--- src/sv/odometry_breadcrumb_path_recorder_macros.svh ---
// assertion helpers for the breadcrumb path recorder
`ifndef ODOMETRY_BREADCRUMB_PATH_RECORDER_MACROS_SVH
`define ODOMETRY_BREADCRUMB_PATH_RECORDER_MACROS_SVH

// same-cycle implication, sampled on the rising clock edge
`define OBPR_ASSERT_NOW(lbl, ante, cons) \
   lbl: assert property (@(posedge clock) disable iff (reset) (ante) |-> (cons)) \
      else $error("obpr check failed");

// next-cycle implication
`define OBPR_ASSERT_NEXT(lbl, ante, cons) \
   lbl: assert property (@(posedge clock) disable iff (reset) (ante) |=> (cons)) \
      else $error("obpr check failed");

`endif

--- src/sv/obpr_pkg.sv ---
// ----------------------------------------------------------------------------
// obpr_pkg
// shared types, constants and the arctangent table of the path recorder
// ----------------------------------------------------------------------------
`timescale 1ns / 1ps
`default_nettype none
package obpr_pkg;

   localparam int STORE_DEPTH  = 1024;
   localparam int ADDR_W       = $clog2(STORE_DEPTH);
   localparam int CNT_W        = $clog2(STORE_DEPTH + 1);
   localparam int CORDIC_STEPS = 16;
   localparam int STEP_W       = 5;
   localparam int CW           = 36;
   localparam int CSR_IDX_W    = 3;
   localparam int CSR_DATA_W   = 16;

   localparam logic [15:0] REC_DIST_RESET  = 16'd328;
   localparam logic [14:0] REC_ANG_RESET   = 15'd1043;
   localparam logic [15:0] CLR_DIST_RESET  = 16'd5243;
   localparam logic [14:0] CLR_ANG_RESET   = 15'd834;

   localparam logic [1:0] CMD_SAMPLE = 2'd0;
   localparam logic [1:0] CMD_CLEAR  = 2'd1;
   localparam logic [1:0] CMD_START  = 2'd2;
   localparam logic [1:0] CMD_SPARE  = 2'd3;

   localparam logic [1:0] MODE_RECORD = 2'd0;
   localparam logic [1:0] MODE_CLEAR  = 2'd1;
   localparam logic [1:0] MODE_IDLE   = 2'd2;
   localparam logic [1:0] MODE_SPARE  = 2'd3;

   localparam logic [CSR_IDX_W-1:0] CSR_MODE     = 3'd0;
   localparam logic [CSR_IDX_W-1:0] CSR_REC_DIST = 3'd1;
   localparam logic [CSR_IDX_W-1:0] CSR_REC_ANG  = 3'd2;
   localparam logic [CSR_IDX_W-1:0] CSR_CLR_DIST = 3'd3;
   localparam logic [CSR_IDX_W-1:0] CSR_CLR_ANG  = 3'd4;

   typedef struct packed {
      logic [1:0]         command;
      logic signed [31:0] pos_x;
      logic signed [31:0] pos_y;
      logic signed [31:0] pos_z;
      logic signed [15:0] quat_x;
      logic signed [15:0] quat_y;
      logic signed [15:0] quat_z;
      logic signed [15:0] quat_w;
   } req_type;

   typedef struct packed {
      logic             accepted;
      logic             pull_error;
      logic             store_full;
      logic [CNT_W-1:0] point_count;
   } rsp_type;

   typedef struct packed {
      logic signed [31:0] x;
      logic signed [31:0] y;
      logic signed [31:0] z;
      logic [15:0]        yaw;
   } pose_type;

   typedef enum logic [2:0] {
      C_IDLE, C_PROD, C_PREP, C_ITER, C_DONE
   } cordic_state_type;

   typedef enum logic [2:0] {
      S_IDLE, S_YAW, S_SQ0, S_SQ1, S_SQ2, S_DECIDE
   } ctrl_state_type;

   function automatic logic [15:0] atan_lut(input logic [STEP_W-1:0] i);
      logic [15:0] v;
      case (i)
         5'd0:  v = 16'd8192;
         5'd1:  v = 16'd4836;
         5'd2:  v = 16'd2555;
         5'd3:  v = 16'd1297;
         5'd4:  v = 16'd651;
         5'd5:  v = 16'd326;
         5'd6:  v = 16'd163;
         5'd7:  v = 16'd81;
         5'd8:  v = 16'd41;
         5'd9:  v = 16'd20;
         5'd10: v = 16'd10;
         5'd11: v = 16'd5;
         5'd12: v = 16'd3;
         5'd13: v = 16'd1;
         5'd14: v = 16'd1;
         default: v = 16'd0;
      endcase
      return v;
   endfunction

endpackage
`default_nettype wire

--- src/sv/obpr_yaw_cordic.sv ---
// ----------------------------------------------------------------------------
// obpr_yaw_cordic
// yaw from a quaternion by an iterative vectoring cordic, one step a cycle
// ----------------------------------------------------------------------------
`timescale 1ns / 1ps
`default_nettype none
module obpr_yaw_cordic (
   input  wire logic               clock,
   input  wire logic               reset,
   input  wire logic               go,
   input  wire logic signed [15:0] qx,
   input  wire logic signed [15:0] qy,
   input  wire logic signed [15:0] qz,
   input  wire logic signed [15:0] qw,
   output logic                    done,
   output logic [15:0]             yaw
);
   import obpr_pkg::*;

   cordic_state_type state_ff, state_in;
   logic signed [31:0] p_wz_ff, p_xy_ff, p_yy_ff, p_zz_ff;
   logic signed [CW-1:0] ax_ff, ay_ff, ax_in, ay_in;
   logic [15:0] ang_ff, ang_in;
   logic [STEP_W-1:0] step_ff;
   logic zero_ff;
   logic signed [CW-1:0] pre_x, pre_y, sx, sy;

   always_comb begin
      state_in = state_ff;
      case (state_ff)
         C_IDLE: if (go) state_in = C_PROD;
         C_PROD: state_in = C_PREP;
         C_PREP: state_in = C_ITER;
         C_ITER: if (step_ff == STEP_W'(CORDIC_STEPS - 1)) state_in = C_DONE;
         C_DONE: state_in = C_IDLE;
         default: state_in = C_IDLE;
      endcase
   end

   always_comb begin
      done = (state_ff == C_DONE);
      yaw  = zero_ff ? 16'd0 : ang_ff;
   end

   // operands in Q2.28
   assign pre_y = CW'(2) * (CW'(p_wz_ff) + CW'(p_xy_ff));
   assign pre_x = (CW'(1) <<< 28) - CW'(2) * (CW'(p_yy_ff) + CW'(p_zz_ff));
   assign sx = ax_ff >>> step_ff;
   assign sy = ay_ff >>> step_ff;

   always_comb begin
      ax_in  = ax_ff;
      ay_in  = ay_ff;
      ang_in = ang_ff;
      if (state_ff == C_PREP) begin
         if (pre_x < 0) begin
            ax_in  = -pre_x;
            ay_in  = -pre_y;
            ang_in = 16'd32768;
         end else begin
            ax_in  = pre_x;
            ay_in  = pre_y;
            ang_in = 16'd0;
         end
      end else if (state_ff == C_ITER) begin
         if (ay_ff >= 0) begin
            ax_in  = ax_ff + sy;
            ay_in  = ay_ff - sx;
            ang_in = ang_ff + atan_lut(step_ff);
         end else begin
            ax_in  = ax_ff - sy;
            ay_in  = ay_ff + sx;
            ang_in = ang_ff - atan_lut(step_ff);
         end
      end
   end

   always_ff @(posedge clock) begin
      if (reset) begin
         state_ff <= C_IDLE;
      end else begin
         state_ff <= state_in;
      end
   end

   always_ff @(posedge clock) begin
      if (state_ff == C_PROD) begin
         p_wz_ff <= qw * qz;
         p_xy_ff <= qx * qy;
         p_yy_ff <= qy * qy;
         p_zz_ff <= qz * qz;
      end
      if (state_ff == C_PREP) begin
         zero_ff <= (pre_x == 0) && (pre_y == 0);
         step_ff <= '0;
      end else if (state_ff == C_ITER) begin
         step_ff <= step_ff + 1'b1;
      end
      ax_ff  <= ax_in;
      ay_ff  <= ay_in;
      ang_ff <= ang_in;
   end

endmodule
`default_nettype wire

--- config.mk ---
export PLATFORM = sky130hd
export DESIGN_NAME = obpr_yaw_cordic
export DESIGN_NICKNAME = d
export VERILOG_FILES = /design/src/sv/odometry_breadcrumb_path_recorder_macros.svh /design/src/sv/obpr_pkg.sv /design/src/sv/obpr_yaw_cordic.sv
export SDC_FILE = /design/constraint.sdc
export NUM_CORES = 2
export LEC_CHECK = 0
export BUFFER_PORTS_ARGS = -buffer_cell sky130_fd_sc_hd__buf_2
export CORE_MARGIN = 2
export CORE_UTILIZATION = 31
export CTS_CLUSTER_SIZE = 30
export DETAILED_ROUTE_END_ITERATION = 8
export SYNTH_ARGS = -nofsm -noshare
export SYNTH_HDL_FRONTEND = slang
export SYNTH_SLANG_ARGS = --single-unit
--- constraint.sdc ---
create_clock -name clock -period 25.9 [get_ports clock]
set_clock_uncertainty 0.2 [all_clocks]
set_input_delay 0 -clock clock [delete_from_list [all_inputs] [get_ports clock]]
set_output_delay 0 -clock clock [all_outputs]
set_load 0.01 [all_outputs]
==> metrics <==
Die H 449.4 um; Fin Hold WS between 0.06 and 0.07 ns; Global Route Usage Sum between 10% and 20%; slowest CP cell dfxtp_4; Max Clk Rate ~120 MHz; maxcap violations 0; largest net degree at the start of global routing between 100 and 150; layout cell share with drive strength beyond 1 about 5.7%; CTS buffer count 34; worst path buffer plus inverter count 0; Seq/Total Area, Yosys between 10% and 20%; vias per cell 5.018; Worst EP arrival 8.15 ns; FF+latch count, synth ~240; Area Growth Syn to Fin 6.752%; Crit. End Element flop; total wire length roughly 170 mm; syn_nets about 8300; Routed Antenna Nets 0; row count ~160; WL/cell ~18 um; Crit path top cell by count o21ai_0; worst path cell trace mux4_1 > mux4_2 > or3_1 > o31a_1 > or3_4 > or3_4 > or4_4 > nand2b_4 > o21ai_0 > xor2_1 > nor2_1 > ha_1 > and4_1 > nand2_1 > or3b_2 > a221o_1 > a21oi_1 > o31ai_1 > o21ai_0 > o21ai_0 > xnor2_1 > nor2_1; Final GP Congestion 0.9361; TritonRoute pass-1 iters 6; antenna violations before repair 7; DIE AREA between 200000 and 250000 um2; Worst-Margin Slew 1.191 ns; Max H-tree Level 2; crit path time final roughly 8 ns; worst r2r path cells 22; grt total ovfl 0; min-delay src reset; reg-to-reg endpoint ax_ff[34]; critical path startpoint step_ff[0]; Post-synth top cells inv_1 (1284), fa_1 (996), nand2_1 (628); Crit Path Category flop to flop; area of the multi-input gates 48700 um2; Syn Area/Cell about 9 um2; Total Nets Final between 8000 and 9000; Sum Neg Setup Slack 0 ns; Slowest Stage Delay on Critical Path between 1 and 1.5 ns; Mapped Area 61490 um2; Req. time, crit path between 20 and 30 ns; reg2reg setup slack ~18 ns; most common cell in the netlist inv_1; Antenna diodes 0; Worst Hold Path EP state_ff[1]; final design utilization 33.28%; final count of pins violating max slew 0; vias post-DR around 47000; CTS clk-pin slew, worst paths 0.08 ns; crit path max fanout 73; post-synth top area cell fa_1; Clock Latency Late Sink 0.58 ns; Port Buffer Count just over 80; # IOs 84; worst reg2reg path startpoint step_ff[0]; Post-synth EDFFs approximately 220; dpl hpwl roughly 140 mm; Area contributors post-synth fa_1 (32%), edfxtp_1 (11%), ha_1 (10%); Cells after Synth a little under 7000; asr flop ratio synth 0%; core box area between 150000 and 200000 um2; RSZ-0062 raised after global routing false; Register Area 6910 um2; Synth top area share about a third; Unique masters post-synth a little under 100; Hold/Removal Path Class input port to flop; CTS Sinks approximately 240; first-pass GRT wire length about 270 mm; Ys Warns 0; CP top delay family simple AND/OR/NAND/NOR gates; filler cell count 20250; # DRC 0; CTS tree done; Hold Crit Depth 5; Starting Density 31.18%; CTS-repair resized insts 0; Final Cycle Share a little under a third; Fin. Hold Viols 0; CTS root buffer clkbuf_16; status completed; Die Width roughly 450 um; CP Launch Type flop; final setup fails 0; # Post-CTS Setup Buffers 0; 1st-iter DRT viols 3177; CTS Buffer Depth 3; vias in the first global route 48990; Slew HR 20.62%; ys flop type edfxtp_1
## worst max path at each step
stage	slack, ns	to	depth (start not counted)
2_1_floorplan	15.84	p_wz_ff[0]	2
6_report	17.85	ax_ff[34]	22
4_1_cts	17.83	ax_ff[34]	22
3_3_place_gp	17.85	ax_ff[34]	22
3_5_place_dp	17.87	ax_ff[34]	22
5_1_grt	17.39	ay_ff[34]	22
## metrics by stage
stage | cells | setup WS [ns] | instance area (um2)
finish | 9307 | 17.85 | 65640
global route | 9307 | 17.39 | 65640
CTS | 9307 | 17.83 | 65640
detailed placement | 9238 | 17.87 | 64410
global placement | 9238 | 17.85 | 64410
floorplan | 6748 | 15.84 | 61490
## layer usage
layer | part of all wire [%] | GRT usage (%) | up-vias
met5 | 0.050 | 0 | -
met4 | 3.8 | 5.724 | 12
met3 | 5.7 | 2.333 | 278
met2 | 48 | 28.58 | 1257
met1 | 42 | 21.98 | 23570
li1 | - | - | 21580
## final cells by class
class	instances	area share, %
Tap cell	2640	5.033
Sequential cell	237	10.53
Multi-Input combinational cell	4959	74.19
Clock buffer	37	1.361
Inverter	1286	7.356
Clock inverter	25	0.3946
Timing Repair Buffer	123	1.136
## worst min-delay path: stages
cell           delay [ns]
dlygate4sd3_1        0.55
buf_2                0.11
nor2_1               0.05
o21ai_0              0.06
a31oi_1              0.04
## cells in the final DEF (no fill, tap or decap), types with 15 or more instances in the layout
master	count
nand3_1	91
o21bai_1	46
o21a_1	42
a31o_2	15
a211oi_1	34
mux2_2	34
inv_1	1281
buf_4	32
nor4_1	16
or3_1	40
clkbuf_16	35
a21o_1	110
o21ai_0	219
fa_1	996
mux4_2	107
ha_1	506
nand4_1	21
edfxtp_1	215
nand2_1	627
a21oi_1	294
xnor2_1	309
and2_1	365
xor2_1	120
nor3_1	99
or2_2	19
nor2_1	353
o211ai_1	22
nor2b_1	49
mux2i_1	43
and3_1	45
o31ai_1	32
nand2b_1	51
a31oi_1	40
buf_2	83
dfxtp_1	17
## cell families (layout without fill, tap and decap cells)
group,count (synthesis),after routing,synth area share [%]
fa+ha+maj,1502,1502,42.73
simple gates,1833,1833,14.50
buf+inv,1552,1471,9.601
mux,188,188,5.395
compound gates,1007,1007,10.45
xor+xnor,429,429,6.111
flops,237,237,11.22
## what timing repair did
action                                 in CTS  in global routing
endpoints found under the hold margin       9                  0
setup endpoints to repair                   0                  0
hold buffers                                7                  0
## state kept, by name (all words and copies together), names as in the netlist, named ones only
name	count
ay_ff	36
p_wz_ff	32
step_ff	5
ang_ff	16
state_ff	3
p_zz_ff	31
zero_ff	1
ax_ff	36
p_xy_ff	32
p_yy_ff	31
Power is left out: the tool's default activity adds up to more than one toggle a clock period on the data nets, which glitch-free logic cannot reach.
